[src/rtl/core/ggbs_pkg.sv]
// ----------------------------------------------------------------------------
// ggbs_pkg
// Types and constants shared by the go-to-goal steering unit.
// ----------------------------------------------------------------------------
package ggbs_pkg;

  localparam int COORD_W   = 16;
  localparam int HEAD_W    = 15;
  localparam int TOL_W     = 14;
  localparam int RATE_W    = 17;
  localparam int ERR_W     = 16;
  localparam int DIST_W    = 17;
  localparam int DIFF_W    = 17;
  localparam int XY_W      = 28;
  localparam int Z_W       = 24;
  localparam int GUARD     = 8;
  localparam int MAG_W     = 27;
  localparam int GAIN_W    = 30;
  localparam int PROD_W    = MAG_W + GAIN_W;
  localparam int ATAN_LEN  = 24;
  localparam int APB_AW    = 5;
  localparam int APB_DW    = 32;

  localparam logic signed [Z_W-1:0] HALF_PI_Q20  = 24'sd1647099;
  localparam logic [TOL_W-1:0]      PI_Q12       = 14'd12868;
  localparam logic [GAIN_W-1:0]     INV_GAIN_Q30 = 30'd652032874;
  localparam logic [DIST_W-1:0]     DIST_MAX     = 17'd131071;

  localparam logic signed [Z_W-1:0] ATAN_Q20 [ATAN_LEN] = '{
    24'sd823550, 24'sd486170, 24'sd256879, 24'sd130396, 24'sd65451, 24'sd32757,
    24'sd16383,  24'sd8192,   24'sd4096,   24'sd2048,   24'sd1024,  24'sd512,
    24'sd256,    24'sd128,    24'sd64,     24'sd32,     24'sd16,    24'sd8,
    24'sd4,      24'sd2,      24'sd1,      24'sd0,      24'sd0,     24'sd0
  };

  typedef enum logic [2:0] {
    REG_TARGET_X      = 3'd0,
    REG_TARGET_Y      = 3'd1,
    REG_HEADING_TOL   = 3'd2,
    REG_ARRIVAL_RAD   = 3'd3,
    REG_TURN_SPEED    = 3'd4,
    REG_FORWARD_SPEED = 3'd5
  } reg_idx_t;

  localparam logic [COORD_W-1:0] RST_TARGET_X      = 16'd0;
  localparam logic [COORD_W-1:0] RST_TARGET_Y      = 16'd0;
  localparam logic [TOL_W-1:0]   RST_HEADING_TOL   = 14'd205;
  localparam logic [COORD_W-1:0] RST_ARRIVAL_RAD   = 16'd410;
  localparam logic [COORD_W-1:0] RST_TURN_SPEED    = 16'd2048;
  localparam logic [COORD_W-1:0] RST_FORWARD_SPEED = 16'd4096;

  typedef struct packed {
    logic [COORD_W-1:0] target_x;
    logic [COORD_W-1:0] target_y;
    logic [TOL_W-1:0]   heading_tolerance;
    logic [COORD_W-1:0] arrival_radius;
    logic [COORD_W-1:0] turn_speed;
    logic [COORD_W-1:0] forward_speed;
  } cfg_t;

  typedef struct packed {
    logic signed [XY_W-1:0]   x;
    logic signed [XY_W-1:0]   y;
    logic signed [Z_W-1:0]    z;
    logic                     at_goal;
    logic signed [HEAD_W-1:0] heading;
  } cordic_t;

endpackage

[src/rtl/core/ggbs_cell.sv]
// ----------------------------------------------------------------------------
// ggbs_cell
// One CORDIC vectoring micro-rotation with its own pipeline register.
// ----------------------------------------------------------------------------
module ggbs_cell #(
  parameter int SHIFT = 0
) (
  input  logic                 clk,
  input  logic                 rst,
  input  logic                 in_valid,
  output logic                 in_ready,
  input  ggbs_pkg::cordic_t    in_data,
  output logic                 out_valid,
  input  logic                 out_ready,
  output ggbs_pkg::cordic_t    out_data
);

  localparam logic signed [ggbs_pkg::Z_W-1:0] ANGLE = ggbs_pkg::ATAN_Q20[SHIFT];

  logic signed [ggbs_pkg::XY_W-1:0] xs;
  logic signed [ggbs_pkg::XY_W-1:0] ys;
  ggbs_pkg::cordic_t                data_next;

  assign in_ready = !out_valid || out_ready;
  assign xs = in_data.x >>> SHIFT;
  assign ys = in_data.y >>> SHIFT;

  always_comb begin
    data_next.heading = in_data.heading;
    data_next.at_goal = in_data.at_goal;
    if (in_data.y >= 0) begin
      data_next.x = in_data.x + ys;
      data_next.y = in_data.y - xs;
      data_next.z = in_data.z + ANGLE;
    end else begin
      data_next.x = in_data.x - ys;
      data_next.y = in_data.y + xs;
      data_next.z = in_data.z - ANGLE;
    end
  end

  always_ff @(posedge clk) begin
    if (rst) begin
      out_valid <= 1'b0;
    end else if (in_ready) begin
      out_valid <= in_valid;
    end
  end

  always_ff @(posedge clk) begin
    if (in_ready && in_valid) begin
      out_data <= data_next;
    end
  end

endmodule

[config.mk]
export PLATFORM = sky130hd
export DESIGN_NAME = ggbs_cell
export DESIGN_NICKNAME = d
export VERILOG_FILES = /design/src/rtl/core/ggbs_pkg.sv /design/src/rtl/core/ggbs_cell.sv
export SDC_FILE = /design/constraint.sdc
export NUM_CORES = 1
export LEC_CHECK = 0
export BUFFER_PORTS_ARGS = -buffer_cell sky130_fd_sc_hd__buf_2
export CAP_MARGIN = 5
export CORE_UTILIZATION = 40
export DETAILED_ROUTE_END_ITERATION = 16
export SLEW_MARGIN = 10
export SYNTH_ARGS = -nofsm -noshare
export SYNTH_HDL_FRONTEND = slang
export SYNTH_SLANG_ARGS = --single-unit
export TNS_END_PERCENT = 100
[constraint.sdc]
create_clock -name clk -period 11.5 [get_ports clk]
set_input_delay 3.45 -clock clk [delete_from_list [all_inputs] [get_ports clk]]
set_output_delay 3.45 -clock clk [all_outputs]
set_load 0.02 [all_outputs]
Word level (Yosys, flattened, before mapping)
Cells that the tools add are included.
- word-level logic and storage cells: 16
- register bits after elaboration: 97
- bits of input ports: 100
- multiplexer cells: 1
- $lt $le $gt $ge: 1
- add/sub/neg operators: 5
- reductions and logical operators: 3
- operators by type and width (cell ; number):
    $mux 80 ; 1
    $sub 28x28->28 ; 2
    $add 28x28->28 ; 1
    $ge 28x1->1 const B ; 1
    $add 24x21->24 const B ; 1
    $sub 24x21->24 const B ; 1
    $logic_and 1x1->1 ; 1
    $logic_not 1->1 ; 1
    $logic_or 1x1->1 ; 1

Longest topological paths before layout
- depth after elaboration: 3
- depth in mapped cells: 15

Least setup slack after synthesis
OpenSTA, ideal clock, no wires.
- kind: input to output
- start point: input port out_ready
- end point: output port in_ready
- stages: 1
- setup slack: 4369 ps
- path buffers: 0
- data arrival time: 3681 ps
- cells stage by stage: nand2b_1
- word-level cells in the longest chain between the ends: 1
- RTL lines (item ; RTL line ; RTL):
    start: declaration ; ggbs_cell.sv:14 ; input logic out_ready,
    $logic_or 1x1->1 ; ggbs_cell.sv:24 ; assign in_ready = !out_valid || out_ready;
    end: declaration ; ggbs_cell.sv:11 ; output logic in_ready,
Every way passes these cells.

Final worst setup path
Ends and elaborated chain as after synthesis.

==> results by group <==
Logic synthesis
  • Post-synth EDFFs: 95
  • Yosys cell types: 78
  • Top cells by count, synth: edfxtp_1 (95), ha_1 (91), nor2_1 (90)
  • Post-synth top flop: edfxtp_1
  • Synthesized area: 8430 µm²
  • FFs w/ async S/R, synth: 0%
  • Syn Nets: 1131
  • Most common cell in the netlist: edfxtp_1
  • Cell accounting for the most synthesized area: edfxtp_1
  • Synth Warn #: 0
  • Area contributors post-synth: edfxtp_1 (34%), ha_1 (14%), xnor2_1 (6.1%)
  • Area fraction of the dominant cell type after synthesis: 33.8%
  • Synth Instances: 937
  • Flops & latches, synth: 96
  • Avg Cell Area, Syn: 9.00 µm²
  • Sequential fraction of the synthesis area: 34.1%

Setup path
  • Kind of critical path: in -> out
  • WP data arrival: 3.87 ns
  • Req. time, crit path: 8.05 ns
  • Worst-path fanout max: 3
  • Type of origin of the critical path: input pin
  • Worst setup EP type: primary output

Routing
  • Met1 wire length: 10600 µm
  • Antenna-violating nets left: 0
  • DR DRC count: 0
  • Vias: 7333
  • Metal3 WL: 1120 µm
  • Wire per inst: 15.9 µm
  • Drt pass-1 iters: 5
  • Met2 routed WL: 9710 µm
  • Initial drt markers: 578
  • Number of vias per cell: 5.33
  • Top layer in use: met4
  • Routed wire length: 21900 µm

Clock network
  • Max clock buf depth: 2
  • Cts repair resizes: 0
  • Worst-path clk slew: 0.06 ns
  • CTS tree: built
  • TritonCTS Sinks: 96
  • Num CTS Buffers: 9
  • Latest clock arrival within the worst-skew pair: 0.35 ns
  • Root Driver: clkbuf_16
  • # H-tree levels: 3
  • Setup bufs post-CTS: 0
  • CTS Hold Buffers Added: 0

Global routing
  • Gr ovfl total: 0
  • Antenna violations before repair: 0
  • Pin count of the biggest net entering global routing: 93
  • Global-route wire length before repair: 35000 µm
  • Total GRT Usage: 20.1%
  • Number of global-route vias before repair: 6791

Pwr
  • Clk pwr share: 27.0%
  • PwrDens: 121 nW/µm²
  • Maximum VDD drop: 0.0802 mV
  • Internal: 790 µW
  • Logic pwr share: 35.2%
  • Switch Pwr: 406 µW
  • P_leak: 0.00439 µW
  • Switch share: 33.9%
  • Sequential share of power: 37.8%

Placed design
  • Port bufs: 197
  • Setup Slack @ Placement: 4.18 ns
  • Routability Congestion: 0.881
  • Post-DP HPWL: 17100 µm

Finish
  • Synth-to-Final Area Change: 17.6%
  • Post-layout util: 48.5%
  • Fraction of layout cells with a size suffix above 1: 21.9%
  • Final nets: 1294

Floorplanning
  • Die X: 147 µm
  • Rows: 52
  • DIE AREA: 21700 µm²
  • Initial Utilization: 41.3%
  • # IOs: 198
  • DIE HEIGHT: 147 µm
  • CORE AREA: 20400 µm²

Status
  • Status: complete, no violations

STA
  • Fmax: 137 MHz
  • Period utilization: 63.6%
  • Final Setup Violations: 0
  • Relative slew slack: 36.1%
  • Final WS setup: 4.18 ns
  • Fin crit period: 7.32 ns
  • Worst slew pin tran: 0.958 ns
  • Slew Limit Fails: 0
  • Clock Skew: 0.0115 ns
  • Setup TNS: 0 ns
  • Unrepaired setup endpoints after global routing: false
  • Hold Fails Final Rpt: 0

Hold path
  • Hold Path Class: reg -> reg

Job
  • Max_cap viols: 0
[flip-flops by register name, indices dropped and copies added (netlist names)]
register / cells
out_data: 95
out_valid: 1
[final timing paths]
path / endpoint / slack, ns / from / cells after the start
worst min register to register: out_valid / 0.52 / out_valid / 2
worst min-delay path: out_valid / 0.52 / out_valid / 2
worst max register to register: out_data[50] / 9.51 / out_valid / 3
worst max-delay path: in_ready / 4.18 / out_ready / 3
[cell type report]
type / instances / area (µm²)
multi-input cells: 704 / 5040
flip-flops and latches: 96 / 2870
clock inverters: 7 / 92.6
inverters: 89 / 334
repair buffers: 200 / 1010
well taps: 270 / 338
fillers: 2027 / 10500
clock buffers: 9 / 225
diodes: 2 / 5.00
[power groups by stage]
stage | clock [µW] | sequential [µW] | combinational (µW)
floorplan | 0 | 514 | 240
global placement | 0 | 460 | 416
detailed placement | 0 | 460 | 419
CTS | 330 | 453 | 421
global route | 344 | 456 | 461
finish | 322 | 452 | 421
[cells in the final DEF, fill, tap and decap left out, drive strengths merged, types with 4 or more instances in the layout]
cell type / n
inv: 86
nor2: 90
o22ai: 5
a211o: 4
a221oi: 4
or2: 7
a211oi: 8
clkinv: 8
nor2b: 14
and2: 5
nand3: 10
a31oi: 8
and3: 5
o21a: 9
nor3: 21
o211ai: 6
ha: 91
xnor2: 59
a21oi: 87
a2111oi: 4
a31o: 4
xor2: 14
buf: 200
or3: 9
nand4: 10
nand2b: 16
o21bai: 17
o31ai: 8
nand2: 44
mux2i: 16
a21o: 17
edfxtp: 95
o21ai: 58
nor4: 6
clkbuf: 9
[metrics by stage]
stage,std cells,hold slack [ns],cell area [µm²],total power (µW)
after floorplan,937,0.729,8430,755
after global placement,1359,0.508,9590,876
after detailed placement,1359,0.509,9590,879
after CTS,1375,0.521,9910,1200
after global routing,1375,0.564,9910,1260
final,1377,0.524,9910,1200
[logic make-up (layout without fill, tap and decap cells)]
logic type,Yosys count,after routing,synth area share (%)
multiplexers,17,17,2.03
XOR/XNOR,73,73,7.58
adder cells (fa/ha/maj),94,94,14.2
AO/OA/AOI/OAI,276,276,22.0
AND/OR/NAND/NOR,244,244,13.9
buffers and inverters,137,305,6.20
flip-flops,96,96,34.1
other,0,2,0
[critical path, cell delays in order]
cell and delay (ns):
buf_2 0.09, nand2b_1 0.16, buf_2 0.17
[layer usage]
| layer | up-vias | global-route usage, % |
|---|---|---|
| li1 | 3675 | - |
| met2 | 242 | 31.3 |
| met3 | 28 | 2.17 |
| met1 | 3388 | 28.4 |
| met5 | - | 0 |
| met4 | 0 | 7.68 |
(Power assumes the default switching activity.)
