<file path="src/rtl/core/ggbs_pkg.sv">
// ----------------------------------------------------------------------------
// ggbs_pkg
// Types and constants shared by the go-to-goal steering unit.
// ----------------------------------------------------------------------------
package ggbs_pkg;

  localparam int COORD_W   = 16;
  localparam int HEAD_W    = 15;
  localparam int TOL_W     = 14;
  localparam int RATE_W    = 17;
  localparam int ERR_W     = 16;
  localparam int DIST_W    = 17;
  localparam int DIFF_W    = 17;
  localparam int XY_W      = 28;
  localparam int Z_W       = 24;
  localparam int GUARD     = 8;
  localparam int MAG_W     = 27;
  localparam int GAIN_W    = 30;
  localparam int PROD_W    = MAG_W + GAIN_W;
  localparam int ATAN_LEN  = 24;
  localparam int APB_AW    = 5;
  localparam int APB_DW    = 32;

  localparam logic signed [Z_W-1:0] HALF_PI_Q20  = 24'sd1647099;
  localparam logic [TOL_W-1:0]      PI_Q12       = 14'd12868;
  localparam logic [GAIN_W-1:0]     INV_GAIN_Q30 = 30'd652032874;
  localparam logic [DIST_W-1:0]     DIST_MAX     = 17'd131071;

  localparam logic signed [Z_W-1:0] ATAN_Q20 [ATAN_LEN] = '{
    24'sd823550, 24'sd486170, 24'sd256879, 24'sd130396, 24'sd65451, 24'sd32757,
    24'sd16383,  24'sd8192,   24'sd4096,   24'sd2048,   24'sd1024,  24'sd512,
    24'sd256,    24'sd128,    24'sd64,     24'sd32,     24'sd16,    24'sd8,
    24'sd4,      24'sd2,      24'sd1,      24'sd0,      24'sd0,     24'sd0
  };

  typedef enum logic [2:0] {
    REG_TARGET_X      = 3'd0,
    REG_TARGET_Y      = 3'd1,
    REG_HEADING_TOL   = 3'd2,
    REG_ARRIVAL_RAD   = 3'd3,
    REG_TURN_SPEED    = 3'd4,
    REG_FORWARD_SPEED = 3'd5
  } reg_idx_t;

  localparam logic [COORD_W-1:0] RST_TARGET_X      = 16'd0;
  localparam logic [COORD_W-1:0] RST_TARGET_Y      = 16'd0;
  localparam logic [TOL_W-1:0]   RST_HEADING_TOL   = 14'd205;
  localparam logic [COORD_W-1:0] RST_ARRIVAL_RAD   = 16'd410;
  localparam logic [COORD_W-1:0] RST_TURN_SPEED    = 16'd2048;
  localparam logic [COORD_W-1:0] RST_FORWARD_SPEED = 16'd4096;

  typedef struct packed {
    logic [COORD_W-1:0] target_x;
    logic [COORD_W-1:0] target_y;
    logic [TOL_W-1:0]   heading_tolerance;
    logic [COORD_W-1:0] arrival_radius;
    logic [COORD_W-1:0] turn_speed;
    logic [COORD_W-1:0] forward_speed;
  } cfg_t;

  typedef struct packed {
    logic signed [XY_W-1:0]   x;
    logic signed [XY_W-1:0]   y;
    logic signed [Z_W-1:0]    z;
    logic                     at_goal;
    logic signed [HEAD_W-1:0] heading;
  } cordic_t;

endpackage

</file>
<file path="src/rtl/core/ggbs_cfg.sv">
// ----------------------------------------------------------------------------
// ggbs_cfg
// APB register file for goal, tolerances and speed commands.
// ----------------------------------------------------------------------------
module ggbs_cfg (
  input  logic                           clk,
  input  logic                           rst,
  input  logic                           psel,
  input  logic                           penable,
  input  logic                           pwrite,
  input  logic [ggbs_pkg::APB_AW-1:0]    paddr,
  input  logic [ggbs_pkg::APB_DW-1:0]    pwdata,
  output logic [ggbs_pkg::APB_DW-1:0]    prdata,
  output logic                           pready,
  output ggbs_pkg::cfg_t                 cfg
);

  ggbs_pkg::reg_idx_t idx;
  logic               wr;

  assign idx    = ggbs_pkg::reg_idx_t'(paddr[ggbs_pkg::APB_AW-1:2]);
  assign wr     = psel && penable && pwrite;
  assign pready = 1'b1;

  always_ff @(posedge clk) begin
    if (rst) begin
      cfg.target_x          <= ggbs_pkg::RST_TARGET_X;
      cfg.target_y          <= ggbs_pkg::RST_TARGET_Y;
      cfg.heading_tolerance <= ggbs_pkg::RST_HEADING_TOL;
      cfg.arrival_radius    <= ggbs_pkg::RST_ARRIVAL_RAD;
      cfg.turn_speed        <= ggbs_pkg::RST_TURN_SPEED;
      cfg.forward_speed     <= ggbs_pkg::RST_FORWARD_SPEED;
    end else if (wr) begin
      unique case (idx)
        ggbs_pkg::REG_TARGET_X:      cfg.target_x          <= pwdata[15:0];
        ggbs_pkg::REG_TARGET_Y:      cfg.target_y          <= pwdata[15:0];
        ggbs_pkg::REG_HEADING_TOL:   cfg.heading_tolerance <= pwdata[13:0];
        ggbs_pkg::REG_ARRIVAL_RAD:   cfg.arrival_radius    <= pwdata[15:0];
        ggbs_pkg::REG_TURN_SPEED:    cfg.turn_speed        <= pwdata[15:0];
        ggbs_pkg::REG_FORWARD_SPEED: cfg.forward_speed     <= pwdata[15:0];
        default: ;
      endcase
    end
  end

  always_comb begin
    unique case (idx)
      ggbs_pkg::REG_TARGET_X:      prdata = {16'd0, cfg.target_x};
      ggbs_pkg::REG_TARGET_Y:      prdata = {16'd0, cfg.target_y};
      ggbs_pkg::REG_HEADING_TOL:   prdata = {18'd0, cfg.heading_tolerance};
      ggbs_pkg::REG_ARRIVAL_RAD:   prdata = {16'd0, cfg.arrival_radius};
      ggbs_pkg::REG_TURN_SPEED:    prdata = {16'd0, cfg.turn_speed};
      ggbs_pkg::REG_FORWARD_SPEED: prdata = {16'd0, cfg.forward_speed};
      default:                     prdata = '0;
    endcase
  end

endmodule

</file>
<file path="config.mk">
export PLATFORM = sky130hd
export DESIGN_NAME = ggbs_cfg
export DESIGN_NICKNAME = d
export VERILOG_FILES = /design/src/rtl/core/ggbs_pkg.sv /design/src/rtl/core/ggbs_cfg.sv
export SDC_FILE = /design/constraint.sdc
export NUM_CORES = 1
export LEC_CHECK = 0
export BUFFER_PORTS_ARGS = -buffer_cell sky130_fd_sc_hd__buf_2
export CORE_ASPECT_RATIO = 0.7
export CORE_MARGIN = 4
export CORE_UTILIZATION = 41
export CTS_CLUSTER_SIZE = 28
export DETAILED_ROUTE_END_ITERATION = 7
export GPL_ROUTABILITY_DRIVEN = 0
export PLACE_DENSITY = 0.75
export REMOVE_ABC_BUFFERS = 1
export SYNTH_ARGS = -nofsm -noshare
export SYNTH_HDL_FRONTEND = slang
export SYNTH_SLANG_ARGS = --single-unit
</file>
<file path="constraint.sdc">
create_clock -name clk -period 1.48 [get_ports clk]
set_clock_uncertainty 0.05 [all_clocks]
set_input_delay 0.222 -clock clk [delete_from_list [all_inputs] [get_ports clk]]
set_output_delay 0.222 -clock clk [all_outputs]
set_load 0.05 [all_outputs]
</file>
Word-level counts from Yosys, hierarchy flattened
Index checks and enable logic that the tools add are counted.
{ "totals": {"out_inout_bits": 127, "register_bits": 94} }
{ "classes": {"n_eq_ne": 5, "n_reduce_logical": 9, "muxes": 1} }
{ "ops": {"columns": ["cell", "n"], "rows": [
  ["one-hot mux 16 bit (6 select lines)", 1],
  ["AND reduction 2 bit", 6],
  ["== test 3 x 2 -> 1 bit, second input constant", 2],
  ["== test 3 bit, second input constant", 2],
  ["== test 3 x 1 -> 1 bit, second input constant", 1],
  ["zero test 3 bit", 1],
  ["logical AND 1 bit", 2]
]} }

Logic depth before layout (Yosys ltp)
{ "logic_depth": {"depth_word": 3, "mapped_depth": 6, "depth_no_buf": 3} }

Worst setup path before layout
OpenSTA, ideal clock, no wires.
{ "synth_timing": {"path_kind": "input to output", "from": "input paddr[2] (netlist name)", "to": "output prdata[7] (netlist name)", "path_stages": 5, "t_arrival_ns": 1.919, "path_buffers": 3, "path_slack_ns": -0.711, "cell_sequence": "buf_6 buf_4 buf_4 mux2i_1 o21ai_0"} }
{ "synth_via": {"elab_chain_len": 2, "elab_cells_between_ends": 7, "cone_classes": "eq/ne (5); mux (1); reduce/logical (1)"} }
{ "synth_rtl": {"columns": ["item", "line_no", "text"], "rows": [
  ["start, declared", "ggbs_cfg.sv:11", "input logic [ggbs_pkg::APB_AW-1:0] paddr,"],
  ["== test 3 bit (tied with other cells)", "ggbs_cfg.sv:47", "unique case (idx)"],
  ["one-hot mux 16 bit (6 select lines) (*)", "ggbs_cfg.sv:47", null],
  ["end, declared", "ggbs_cfg.sv:13", "output logic [ggbs_pkg::APB_DW-1:0] prdata,"]
]} }
Every way passes the cells marked *; elsewhere a longest branch is shown, timed or not.

Final worst setup path
{ "layout_timing": {"from": "register cfg[88] (netlist name)", "to": "output prdata[10] (netlist name)"} }
{ "layout_via": {"elab_chain_len": 1} }
{ "layout_rtl": {"columns": ["item", "line_no", "text"], "rows": [
  ["start, declared", "ggbs_cfg.sv:15", "output ggbs_pkg::cfg_t cfg"],
  ["one-hot mux 16 bit (6 select lines)", "ggbs_cfg.sv:47", null]
]} }
Every way passes these cells.

==> metrics.txt <==
outcome complete, but fails checks; violations in the final reports negative setup slack; worst min-delay path category in2reg; combined area of the multi-input logic cells around 2400 um2; pin count of the biggest net entering global routing 44; critical path data arrival time between 1 and 1.5 ns; utilization after layout 58.2%; clock latency of the later-clocked register in the worst-skew pair roughly 0.34 ns; hold path startpoint pwdata[14]; flop and latch count out of synthesis 94; Final nets roughly 750; Final Hold Vio Count 0; growth of design area from synthesis to finish 38.9%; unrepaired setup endpoints after global routing yes; Avg Cell Area, Syn 8.44 um2; IO Pins ~170; clock root cell clkbuf_16; Placed Instance Area between 5000 and 6000 um2; Final WS setup -0.248 ns; worst setup slack before clock tree synthesis -0.297 ns; Tot GR Track Use around a quarter; number of failing setup endpoints in the final timing report 14; register with the highest flop count cfg; drc violations 0; average routed wire per standard cell just under 20 um; DR vias 5051; clk slew on worst S/H paths ~0.06 ns; via count of the first global-routing pass about 4800; largest registers in the final layout cfg (94); highest clock frequency the design can meet roughly 580 MHz; critical-path cell with the highest stage delay dfxtp_2; final-layout fill cell count 980; endpoint type of the worst setup path primary output; number of hold buffers added after CTS 0; largest fanout on the critical path 3; number of flip-flops under the largest register name 94; MaxCap Viol Count 0; H-tree Lvls 3; Hold Slack between 0.1 and 0.15 ns; Final Routed Wirelength between 15000 and 20000 um; final worst-path cycle share 117%; Setup TNS Final -2.11 ns; Routed Antenna Nets 0; wire length of the first global-routing pass approximately 26000 um; fraction of layout instances using a drive strength above 1 between 40% and 50%; Max stage delay on crit path between 0.3 and 0.4 ns; count of unique library cells instantiated by Yosys 38; shortest period the worst path allows between 1.5 and 2 ns; origin of the critical flop-to-flop path cfg[12]$_SDFFE_PP1P_; standby leakage power between 2 and 3 nW; critical-path cell list mux2_4, a221oi_2, a21oi_1, buf_4; startpoint types register; cells on worst reg2reg path 3; clock tree from TritonCTS built; power density relative to cell area 903 nW/um2; synthesized cell area 4610 um2; grt ovf 0; cts bufs inserted 9; sequential fraction of the synthesis area approximately 40%; CTS max path bufs 2; Antenna Diode Count 0; largest vdd supply drop 0.000634 V; Mapped Cells ~550; Max Transition Viols Final 0; CP startpoint cfg[88]$_SDFFE_PP0P_; HPWL reported at the end of detailed placement roughly 11000 um; critical path class reg2out; number of detailed-route iterations in the first pass 5; floorplan die width ~130 um; chip height 96.7 um; total number of placement rows 32; number of design-rule violations left by the first detailed-router iteration ~650; yosys synthesis warning count 0; Critical Path RT between 1 and 1.5 ns; initial core utilization 41.9%; quantity of I/O buffers inserted on ports ~130; antenna violations before repair 1; post-route design area between 6000 and 7000 um2; core outline area 11000 um2; combined flip-flop and latch cell area roughly 1900 um2; full die area roughly 13000 um2; count of cells along the worst hold path 3; clock sinks between 90 and 100; Via-to-Cell Ratio between 5 and 6
-- stage by stage --
stage,total power [W],instances
final,0.00579,860
after global routing,0.00591,860
after CTS,0.00576,857
after detailed placement,0.00342,825
after global placement,0.00341,825
after floorplan,0.00302,484
-- cell families (layout without fill, tap and decap cells) --
family | after synthesis | after routing | synth area share [%]
compound gates | 200 | 200 | 24.4
simple gates | 120 | 120 | 13.8
flops | 94 | 94 | 40.8
buf+inv | 84 | 230 | 10.4
mux | 46 | 46 | 10.4
other cells | 2 | 17 | 0.163
-- layer usage --
layer / vias to the layer above / track usage [%] / wire length (um)
li1: 2262 / - / -
met1: 2392 / 33.5 / 6670
met2: 351 / 37.5 / 7820
met3: 44 / 6.91 / 1820
met4: 2 / 8.84 / 433
met5: - / 0 / 7
-- final timing paths --
kind / end / slack, ns
max: prdata[10] / -0.25
min: cfg[30]$_SDFFE_PP0P_ / 0.11
max reg2reg: cfg[12]$_SDFFE_PP1P_ / 0.46
min reg2reg: cfg[78]$_SDFFE_PP0P_ / 0.44
-- worst max-delay path, delay by kind of cell, from the launching register on --
family / cells / cell delay, ns
DFF: 1 / 0.33
AOI/OAI and AO/OA: 2 / 0.32
buffers and inverters: 1 / 0.20
muxes: 1 / 0.27
-- timing repair --
item	in CTS	in global routing
gates resized for setup	87	28
pin swaps	10	11
buffers inserted	14	3
endpoints found under the setup margin	16	16
cloned	3	0
hold endpoints to repair	0	0
-- Yosys cell counts (all sizes together) --
master  number  area share, %
nand2        2           0.16
and2         2           0.27
nand2b       2           0.27
a22oi        6           0.98
a221oi       2           0.38
a211o        1           0.19
o21ai       84            9.1
o32ai        6            1.1
a21oi       78            8.5
mux2        14            3.4
o22ai        2           0.27
a31oi        2           0.27
inv          7           0.57
and4b        1           0.22
buf         52            7.7
o22a         4           0.76
dfxtp       94             41
and4         1           0.19
or2          1           0.14
nor2        24            2.3
nand4b       7            1.3
mux2i       32            6.9
nor2b        3           0.41
a311o        1           0.22
nand4        1           0.27
conb         2           0.16
a221o        6            1.3
a21boi       2           0.33
o31ai        6           0.98
clkbuf      25            2.2
nand3       76            8.2
-- placed cells by master (no fill, tap or decap), drive strengths merged --
| cell | count |
|---|---|
| and4 | 1 |
| nor2b | 3 |
| buf | 206 |
| nand4b | 7 |
| a21boi | 2 |
| o21ai | 84 |
| mux2i | 32 |
| o22ai | 2 |
| a21oi | 78 |
| nand4 | 1 |
| nor2 | 24 |
| bufbuf | 2 |
| dfxtp | 94 |
| a221oi | 2 |
| o22a | 4 |
| clkbuf | 14 |
| mux2 | 14 |
| and4b | 1 |
| o31ai | 6 |
| conb | 17 |
| nand3 | 76 |
| a31oi | 2 |
| a311o | 1 |
| o32ai | 6 |
| bufinv | 1 |
| and2 | 2 |
| a211o | 1 |
| a22oi | 6 |
| inv | 7 |
| a221o | 6 |
| nand2b | 2 |
| or2 | 1 |
| nand2 | 2 |
-- cell type report --
| cell class | count | share of cell area [%] |
|---|---|---|
| flip-flops and latches | 94 | 30.3 |
| clock buffers | 14 | 3.96 |
| inverters | 7 | 0.410 |
| well taps | 153 | 2.99 |
| repair buffers | 208 | 24.1 |
| multi-input cells | 383 | 37.8 |
| clock inverters | 1 | 0.469 |
-- report_power, final --
group / internal [W] / switching (W)
combinational: 0.000310 / 0.000617
clock: 0.00135 / 0.000945
sequential: 0.00255 / 0.0000148
(Power assumes the default switching activity.)
