[src/rtl/core/ggbs_pkg.sv]
// ----------------------------------------------------------------------------
// ggbs_pkg
// Types and constants shared by the go-to-goal steering unit.
// ----------------------------------------------------------------------------
package ggbs_pkg;

  localparam int COORD_W   = 16;
  localparam int HEAD_W    = 15;
  localparam int TOL_W     = 14;
  localparam int RATE_W    = 17;
  localparam int ERR_W     = 16;
  localparam int DIST_W    = 17;
  localparam int DIFF_W    = 17;
  localparam int XY_W      = 28;
  localparam int Z_W       = 24;
  localparam int GUARD     = 8;
  localparam int MAG_W     = 27;
  localparam int GAIN_W    = 30;
  localparam int PROD_W    = MAG_W + GAIN_W;
  localparam int ATAN_LEN  = 24;
  localparam int APB_AW    = 5;
  localparam int APB_DW    = 32;

  localparam logic signed [Z_W-1:0] HALF_PI_Q20  = 24'sd1647099;
  localparam logic [TOL_W-1:0]      PI_Q12       = 14'd12868;
  localparam logic [GAIN_W-1:0]     INV_GAIN_Q30 = 30'd652032874;
  localparam logic [DIST_W-1:0]     DIST_MAX     = 17'd131071;

  localparam logic signed [Z_W-1:0] ATAN_Q20 [ATAN_LEN] = '{
    24'sd823550, 24'sd486170, 24'sd256879, 24'sd130396, 24'sd65451, 24'sd32757,
    24'sd16383,  24'sd8192,   24'sd4096,   24'sd2048,   24'sd1024,  24'sd512,
    24'sd256,    24'sd128,    24'sd64,     24'sd32,     24'sd16,    24'sd8,
    24'sd4,      24'sd2,      24'sd1,      24'sd0,      24'sd0,     24'sd0
  };

  typedef enum logic [2:0] {
    REG_TARGET_X      = 3'd0,
    REG_TARGET_Y      = 3'd1,
    REG_HEADING_TOL   = 3'd2,
    REG_ARRIVAL_RAD   = 3'd3,
    REG_TURN_SPEED    = 3'd4,
    REG_FORWARD_SPEED = 3'd5
  } reg_idx_t;

  localparam logic [COORD_W-1:0] RST_TARGET_X      = 16'd0;
  localparam logic [COORD_W-1:0] RST_TARGET_Y      = 16'd0;
  localparam logic [TOL_W-1:0]   RST_HEADING_TOL   = 14'd205;
  localparam logic [COORD_W-1:0] RST_ARRIVAL_RAD   = 16'd410;
  localparam logic [COORD_W-1:0] RST_TURN_SPEED    = 16'd2048;
  localparam logic [COORD_W-1:0] RST_FORWARD_SPEED = 16'd4096;

  typedef struct packed {
    logic [COORD_W-1:0] target_x;
    logic [COORD_W-1:0] target_y;
    logic [TOL_W-1:0]   heading_tolerance;
    logic [COORD_W-1:0] arrival_radius;
    logic [COORD_W-1:0] turn_speed;
    logic [COORD_W-1:0] forward_speed;
  } cfg_t;

  typedef struct packed {
    logic signed [XY_W-1:0]   x;
    logic signed [XY_W-1:0]   y;
    logic signed [Z_W-1:0]    z;
    logic                     at_goal;
    logic signed [HEAD_W-1:0] heading;
  } cordic_t;

endpackage

[src/rtl/core/ggbs_if.sv]
// ----------------------------------------------------------------------------
// ggbs_if
// Valid/ready channels for pose samples and steering commands.
// ----------------------------------------------------------------------------
interface ggbs_pose_if;
  logic                                valid;
  logic                                ready;
  logic [ggbs_pkg::COORD_W-1:0]        pose_x;
  logic [ggbs_pkg::COORD_W-1:0]        pose_y;
  logic signed [ggbs_pkg::HEAD_W-1:0]  pose_heading;

  modport source (output valid, pose_x, pose_y, pose_heading, input ready);
  modport sink   (input valid, pose_x, pose_y, pose_heading, output ready);
endinterface


[src/rtl/core/ggbs_front.sv]
// ----------------------------------------------------------------------------
// ggbs_front
// Offset to goal, guard scaling and quadrant pre-rotation for the CORDIC.
// ----------------------------------------------------------------------------
module ggbs_front (
  input  logic                 clk,
  input  logic                 rst,
  input  ggbs_pkg::cfg_t       cfg,
  ggbs_pose_if.sink            pose,
  output logic                 out_valid,
  input  logic                 out_ready,
  output ggbs_pkg::cordic_t    out_data
);

  logic signed [ggbs_pkg::DIFF_W-1:0] dx;
  logic signed [ggbs_pkg::DIFF_W-1:0] dy;
  logic signed [ggbs_pkg::XY_W-1:0]   xs;
  logic signed [ggbs_pkg::XY_W-1:0]   ys;
  ggbs_pkg::cordic_t                  data_next;
  logic                               en;

  assign en         = !out_valid || out_ready;
  assign pose.ready = en;

  assign dx = $signed({1'b0, cfg.target_x}) - $signed({1'b0, pose.pose_x});
  assign dy = $signed({1'b0, cfg.target_y}) - $signed({1'b0, pose.pose_y});
  assign xs = ggbs_pkg::XY_W'(dx) <<< ggbs_pkg::GUARD;
  assign ys = ggbs_pkg::XY_W'(dy) <<< ggbs_pkg::GUARD;

  always_comb begin
    data_next.heading = pose.pose_heading;
    data_next.at_goal = (dx == '0) && (dy == '0);
    if (xs < 0) begin
      if (ys >= 0) begin
        data_next.x = ys;
        data_next.y = -xs;
        data_next.z = ggbs_pkg::HALF_PI_Q20;
      end else begin
        data_next.x = -ys;
        data_next.y = xs;
        data_next.z = -ggbs_pkg::HALF_PI_Q20;
      end
    end else begin
      data_next.x = xs;
      data_next.y = ys;
      data_next.z = '0;
    end
  end

  always_ff @(posedge clk) begin
    if (rst) begin
      out_valid <= 1'b0;
    end else if (en) begin
      out_valid <= pose.valid;
    end
  end

  always_ff @(posedge clk) begin
    if (en && pose.valid) begin
      out_data <= data_next;
    end
  end

endmodule

[src/flat_wrapper.sv]
// flat-port wrapper written by rule: the top's interface ports become plain ports
module ggbs_front_flat 
  (clk, rst, cfg, out_valid, out_ready, out_data, pose_valid, pose_pose_x, pose_pose_y, pose_pose_heading, pose_ready);
  ggbs_pose_if pose_i ();
  input  logic clk;
  input  logic rst;
  input  ggbs_pkg::cfg_t cfg;
  output logic out_valid;
  input  logic out_ready;
  output ggbs_pkg::cordic_t out_data;
  input wire logic [$bits(pose_i.valid)-1:0] pose_valid;
  input wire logic [$bits(pose_i.pose_x)-1:0] pose_pose_x;
  input wire logic [$bits(pose_i.pose_y)-1:0] pose_pose_y;
  input wire logic [$bits(pose_i.pose_heading)-1:0] pose_pose_heading;
  output wire logic [$bits(pose_i.ready)-1:0] pose_ready;
  assign pose_i.valid = pose_valid;
  assign pose_i.pose_x = pose_pose_x;
  assign pose_i.pose_y = pose_pose_y;
  assign pose_i.pose_heading = pose_pose_heading;
  assign pose_ready = pose_i.ready;
  ggbs_front u_core (.clk(clk), .rst(rst), .cfg(cfg), .pose(pose_i), .out_valid(out_valid), .out_ready(out_ready), .out_data(out_data));
endmodule
[config.mk]
export PLATFORM = sky130hd
export DESIGN_NAME = ggbs_front_flat
export DESIGN_NICKNAME = d
export VERILOG_FILES = /design/src/rtl/core/ggbs_pkg.sv /design/src/rtl/core/ggbs_if.sv /design/src/rtl/core/ggbs_front.sv /design/src/flat_wrapper.sv
export SDC_FILE = /design/constraint.sdc
export NUM_CORES = 1
export LEC_CHECK = 0
export BUFFER_PORTS_ARGS = -buffer_cell sky130_fd_sc_hd__buf_2
export CELL_PAD_IN_SITES_DETAIL_PLACEMENT = 0
export CELL_PAD_IN_SITES_GLOBAL_PLACEMENT = 1
export CORE_MARGIN = 1.5
export CORE_UTILIZATION = 35
export DETAILED_ROUTE_END_ITERATION = 10
export PLACE_DENSITY = 0.93
export SYNTH_ARGS = -nofsm -noshare
export SYNTH_HDL_FRONTEND = slang
export SYNTH_SLANG_ARGS = --single-unit
[constraint.sdc]
create_clock -name clk -period 5.44 [get_ports clk]
set_input_delay 1.632 -clock clk [delete_from_list [all_inputs] [get_ports clk]]
set_output_delay 1.632 -clock clk [all_outputs]
set_load 0.01 [all_outputs]
Word level (Yosys, flattened, before mapping)
Cells that the tools add are included.
{"block": "classes", "magnitude_cmp": 2, "addsub": 4, "n_reduce_logical": 8, "bitwise": 1, "mux": 2}
{"operator": "2-to-1 mux 80 bit", "count": 2}
{"operator": "negator 25 -> 28 bit", "count": 2}
{"operator": "logical NOT 17 bit", "count": 2}
{"operator": "subtractor 16 x 16 -> 17 bit", "count": 2}
{"operator": "greater-or-equal comparator 25 x 1 -> 1 bit, second input constant", "count": 1}
{"operator": "less-than comparator 25 x 1 -> 1 bit, second input constant", "count": 1}
{"operator": "logical AND 1 bit", "count": 2}
{"operator": "AND reduction 2 bit", "count": 1}
{"operator": "OR reduction 2 bit", "count": 1}
{"operator": "logical NOT 1 bit", "count": 1}
{"operator": "logical OR 1 bit", "count": 1}
{"operator": "inverter 1 bit", "count": 1}
{"block": "totals", "in_bits": 145, "regBits": 97, "elab_cells": 25, "out_inout_bits": 98}

Longest topological paths before layout
Gate-level depths: netlist of the first run.
{"block": "depth", "ltp_word": 4, "ltp_mapped": 16, "ltp_nobuf": 14}

Worst setup path after synthesis of the first run
Ideal clock, no wire load.
{"block": "synth_path", "kind": "input to register", "start": "input cfg[78] (netlist name)", "end": "register u_core.out_data[64] (netlist name)", "setup_time_ns": 0.269, "t_arrival_ns": 4.508, "path_stages": 14, "n_path_buf": 0, "path_slack_ns": 0.663, "required_ns": 5.171, "cell_sequence": "inv_1 -> ha_1 -> fa_1 -> nor2b_4 -> o2111ai_4 -> a31oi_1 -> o221ai_2 -> mux2i_1 -> or4_4 -> or4_1 -> nor2_1 -> ha_1 -> nand2_1 -> nand2_1"}
{"element": "start, declared", "line_no": "flat_wrapper.sv:7", "source": "input ggbs_pkg::cfg_t cfg;"}

==> results.yml, run 1 <==
critical_path:
  timing.rr.end: "u_core.out_data[11]$_DFFE_PP_"
  cpLargestDelayFamily: "simple AND/OR/NAND/NOR gates"
  rr_worst_depth: 3
  r2r_slack_ns: 3.60
  slowest_stage: "or4_4"
  r2r_start: "u_core.out_valid$_SDFFE_PP0N_"
  cp-start-kind: "primary input"
  cp-end-kind: "flop"
  criticalPathCategory: "primary input to flop"
  crit_required_ns: 5.50
  path_buf_inv: 2
  crit_chain: "buf_2 > inv_1 > ha_1 > fa_1 > nor2b_4 > o2111ai_4 > a31oi_1 > o22ai_1 > xnor2_1 > or4_4 > or4_1 > nor2_1 > ha_1 > nand2_1 > nand2_1"
  critPathMaxStageDelay_ns: 0.55
  crit_arrival_ns: 4.91
  cp_max_fo: 5
yosys:
  synth_cell_type_count: 86
  ys_ff_latch: 60
  yosys.area.top_type_share_pct: 34.1
  synth_edf_count: 59
  yosys_warnings: 0
  yosysSeqAreaShare_pct: 34.5
  synth.cell_area_um2: 5190
  async_flop_share_pct: 0
  syn_inst: 560
  yosysTopAreaCell: "edfxtp_1"
  synth.most_common_cell: "edfxtp_1"
  ys.flop_type: "edfxtp_1"
  yosys-top-cells-count: "59 x edfxtp_1, 51 x inv_1, 47 x nand2_1"
  syn_avg_cell_area_um2: 9.27
  synth_area_leaders: "edfxtp_1 34%, ha_1 9.4%, buf_4 5.5%, xnor2_1 4.1%, inv_1 3.7%"
floorplan:
  die_area_um2: 15600
  die_w_um: 125
  pin_count: 243
  core_area_um2: 14500
  initial_utilization_pct: 35.8
  die_h_um: 125
  fp-row-count: 44
route:
  avgViaCountPerCell: 4.80
  drtIter0Drc: 236
  wl_per_cell_um: 13.7
  maxUsedRoutingLayer: "met4"
  vias: 4278
  drt-met1-wl_um: 5690
  drt_pre_antenna_iters: 4
  wl_met2_um: 5760
  drc_errors: 0
  dr_wl_met3_um: 575
  wl_um: 12200
  detail-route-antenna-nets: 0
power_and_ir_drop:
  powerDensity_nw_per_um2: 304
  power_frac_clock_pct: 33.8
  p_comb_share_pct: 34.4
  power_frac_seq_pct: 31.8
  switching_share_pct: 32.0
  switching_power_uw: 614
  p_int_uw: 1300
  p_leak_uw: 0.00286
  power_uw: 1920
  peakVddDrop_uv: 145
timing:
  worst_slack_ns: 0.593
  hold_violations: 0
  tns_ns: 0
  period_needed_ns: 4.85
  relSlewSlack_pct: 51.0
  rsz0062_at_grt: "false"
  maxSlewViolCount: 0
  worst_pin_slew_ns: 0.733
  final.setup_skew_ns: 0.00717
  period_share_pct: 89.1
  fmaxAchievable_mhz: 206
  setup_viol: 0
hold_path:
  worstHoldStart: "u_core.out_valid$_SDFFE_PP0N_"
  hold_depth: 2
  hp-class: "flop to flop"
  min_delay_worst_endpoint: "u_core.out_valid$_SDFFE_PP0N_"
clocking:
  clockRootBuffer: "clkbuf_16"
  cts_max_level: 3
  cts_setup_buffers: 0
  cts.clk_slew.worst_paths_ns: 0.05
  clk_latency_ns: 0.32
  cts_resized: 0
  cts_tree: "built"
  numCtsBuffers: 9
  ctsHoldBuffers: 0
  cts.path.max_buffers: 2
  cts_sinks: 60
cells_and_area:
  fillers: 1422
  area_growth_pct: 21.5
  fin_nets: 888
  fin_area_um2: 6310
  drive_gt1_share_pct: 32.0
  diodes: 0
  final_util_pct: 43.6
global_route:
  grtUsageTotal_pct: 15.6
  first_global_vias: 4023
  grt_max_degree: 43
  grt_overflow: 0
  antenna_found_initial: 0
  grt_pass1_wl_um: 19800
place:
  placed_area_um2: 5970
  hpwl_um: 9720
  place_ws_ns: 0.242
  place_congestion: 0.846
  numPortBuffers: 164
outcome:
  status: "complete, no violations"
job:
  max-cap-violations: 0
registers in the layout, indices dropped and copies added (netlist names):
signal / count
u_core.out_data: 59
u_core.out_valid: 1
stage by stage:
stage	hold slack, ns	std cells
global route	0.559	891
CTS	0.510	891
detailed placement	0.501	875
finish	0.509	891
floorplan	0.593	575
global placement	0.490	875
power groups by stage:
stage | combinational (uW) | sequential, uW | clock, uW
after floorplan | 456 | 648 | 0
after global placement | 648 | 618 | 0
after detailed placement | 657 | 620 | 0
after CTS | 661 | 612 | 655
after global routing | 731 | 616 | 674
final | 659 | 610 | 647
cells by family (layout without fill, tap and decap cells):
family,Yosys count,after routing,synth area share (%)
compound gates,136,136,18.6
xor+xnor,44,44,7.57
fa+ha+maj,41,41,10.2
buf+inv,108,240,11.3
flops,60,60,34.5
mux,7,7,1.35
other cells,1,16,0.0723
simple gates,163,163,16.4
tightest hold or removal path, stage by stage, from the launching register on:
cell      delay (ns)
dfxtp_1         0.30
nand2b_1        0.09
a21oi_1         0.07
area by class of cell:
cell class | instances | area, um^2 | area share [%]
sequential | 60 | 1790 | 28.4
multi-input combinational | 407 | 2870 | 45.5
tap | 184 | 230 | 3.65
timing repair buffer | 171 | 873 | 13.8
clock inverter | 6 | 111 | 1.77
inverter | 53 | 199 | 3.15
clock buffer | 10 | 229 | 3.63
placed cells by master (no fill, tap or decap), types with 7 or more instances in the layout:
cell and n:
nand3_1 10, nor3_1 9, and2_1 9, ha_1 39, conb_1 16, a21oi_1 36, o21ai_0 34, edfxtp_1 59
inv_1 51, buf_2 164, nor2_1 42, mux2i_1 7, xnor2_1 24, buf_4 7, xor2_1 19, clkbuf_16 9
nand2_1 47
per-layer routing:
| layer | GRT usage [%] | up-vias |
|---|---|---|
| met5 | 0 | - |
| met4 | 4.94 | 0 |
| met3 | 2.23 | 14 |
| met2 | 26.5 | 133 |
| met1 | 20.5 | 1912 |
| li1 | - | 2219 |
worst max-delay path by stage:
| stage | from | end | depth (start not counted) |
|---|---|---|---|
| final | cfg[78] | u_core.out_data[64]$_DFFE_PP_ | 15 |
| after global routing | cfg[78] | u_core.out_data[64]$_DFFE_PP_ | 15 |
| after CTS | cfg[78] | u_core.out_data[64]$_DFFE_PP_ | 15 |
| after detailed placement | cfg[78] | u_core.out_data[64]$_DFFE_PP_ | 15 |
| after global placement | cfg[78] | u_core.out_data[64]$_DFFE_PP_ | 15 |
| after floorplan | cfg[78] | u_core.out_data[64]$_DFFE_PP_ | 14 |
(Power assumes the default switching activity.)
==> run 2, diff against run 1 <==
--- a/config.mk
+++ b/config.mk
@@ -9,9 +9,9 @@
 export CELL_PAD_IN_SITES_DETAIL_PLACEMENT = 0
 export CELL_PAD_IN_SITES_GLOBAL_PLACEMENT = 1
 export CORE_MARGIN = 1.5
-export CORE_UTILIZATION = 35
+export CORE_UTILIZATION = 31
 export DETAILED_ROUTE_END_ITERATION = 10
-export PLACE_DENSITY = 0.93
+export PLACE_DENSITY = 0.88
 export SYNTH_ARGS = -nofsm -noshare
 export SYNTH_HDL_FRONTEND = slang
 export SYNTH_SLANG_ARGS = --single-unit
==> constraint.sdc (replaced) <==
create_clock -name clk -period 4.45 [get_ports clk]
set_input_delay 1.335 -clock clk [delete_from_list [all_inputs] [get_ports clk]]
set_output_delay 1.335 -clock clk [all_outputs]
set_load 0.01 [all_outputs]
==> results.yml, run 2 (synthesized netlist as in run 1, its figures left out) <==
place:
  hpwl_um: 10300
  place_ws_ns: -0.229
  place_congestion: 0.846
  dpl.cell_count: 946
  placed_area_um2: 6300
  numPortBuffers: 164
critical_path:
  cp-end-kind: "flop"
  criticalPathCategory: "primary input to flop"
  cp-start-kind: "primary input"
  cp_max_fo: 2
  crit_required_ns: 4.52
  r2r_slack_ns: 2.64
  crit_arrival_ns: 4.32
timing:
  holdWs_ns: 0.519
  period_share_pct: 95.6
  worst_pin_slew_ns: 0.945
  fmaxAchievable_mhz: 235
  maxSlewViolCount: 0
  final.setup_skew_ns: 0.00522
  period_needed_ns: 4.25
  hold_violations: 0
  setup_viol: 0
  worst_slack_ns: 0.196
  relSlewSlack_pct: 37.0
  rsz0062_at_grt: "false"
route:
  vias: 4398
  detail-route-antenna-nets: 0
  wl_per_cell_um: 13.0
  drtIter0Drc: 284
  wl_um: 12500
  avgViaCountPerCell: 4.57
  drt_pre_antenna_iters: 5
  drc_errors: 0
cells_and_area:
  largest_reg_flops: 59
  final_cell_mix: "164 x buf_2, 59 x edfxtp_1, 51 x inv_1, 47 x nand2_1, 42 x nor2_1"
  drive_gt1_share_pct: 35.4
  largest-register: "u_core.out_data"
  fin_nets: 923
  fin_area_um2: 6610
  area_growth_pct: 27.3
  diodes: 0
  final_common_cell: "buf_2"
  largestRegisters: "u_core.out_data (59), u_core.out_valid (1)"
  stdcell_count: 962
global_route:
  grtUsageTotal_pct: 14.1
  grt_pass1_wl_um: 20100
  grt_max_degree: 44
  antenna_found_initial: 0
  grt_overflow: 0
  first_global_vias: 4036
floorplan:
  core_area_um2: 16500
  initial_utilization_pct: 31.5
  die_h_um: 132
  fp-row-count: 47
  die_w_um: 132
  pin_count: 243
  die_area_um2: 17500
power_and_ir_drop:
  p_leak_uw: 0.00301
  power_uw: 2290
  powerDensity_nw_per_um2: 347
  peakVddDrop_uv: 159
job:
  max-cap-violations: 0
clocking:
  cts.clk_slew.worst_paths_ns: 0.06
  cts.path.max_buffers: 2
  cts_sinks: 60
  cts_max_level: 3
  ctsHoldBuffers: 0
  numCtsBuffers: 9
  cts_tree: "built"
  cts_setup_buffers: 0
  clk_latency_ns: 0.31
  clockRootBuffer: "clkbuf_16"
hold_path:
  hp-class: "flop to flop"
outcome:
  status: "complete, no violations"
run 2: worst max-delay path, stage by stage:
cell	delay [ns]
buf_2	0.09
inv_1	0.05
ha_1	0.20
fa_2	0.37
nor2b_4	0.16
o2111ai_4	0.14
a31oi_4	0.19
o221ai_2	0.13
mux2i_1	0.15
or4_4	0.55
or4_1	0.52
nor2_1	0.10
ha_1	0.23
nand2_1	0.06
nand2_1	0.05
run 2: final timing paths:
| check | cells past startpoint | end | start |
|---|---|---|---|
| setup / recovery | 15 | u_core.out_data[64]$_DFFE_PP_ | cfg[78] |
| hold / removal | 2 | u_core.out_valid$_SDFFE_PP0N_ | u_core.out_valid$_SDFFE_PP0N_ |
| hold reg to reg | 2 | u_core.out_valid$_SDFFE_PP0N_ | u_core.out_valid$_SDFFE_PP0N_ |
| setup reg to reg | 3 | u_core.out_data[77]$_DFFE_PP_ | u_core.out_valid$_SDFFE_PP0N_ |
run 2: area by class of cell:
cell class	count	area, um^2
clock inverters	6	63.8
inverters	53	199
well taps	220	275
flip-flops and latches	60	1790
multi-input cells	407	2890
fillers	1692	9860
clock buffers	10	229
repair buffers	206	1160
run 2: report_power, final:
part,switching [uW],internal [uW]
logic,499,379
registers,21.9,722
clock network,237,433
run 2: timing repair:
action / CTS / global route
endpoints found under the hold margin: 0 / 0
setup endpoints to repair: 0 / 1
gates resized for setup: 0 / 2
run 2: through the flow:
step	setup TNS (ns)	util, %
after floorplan	0	-
after global placement	-0.281	38.3
after detailed placement	-0.359	38.3
after CTS	0	40.1
after global routing	0	40.1
final	0	40.1
run 2: routing by layer:
layer / global-route usage, % / share of wire (%) / vias to the layer above
met2: 24.3 / 48 / 129
met4: 3.24 / 0.98 / 0
met5: 0 / 0 / -
met3: 1.15 / 4.1 / 8
met1: 19.4 / 47 / 1972
li1: - / - / 2289
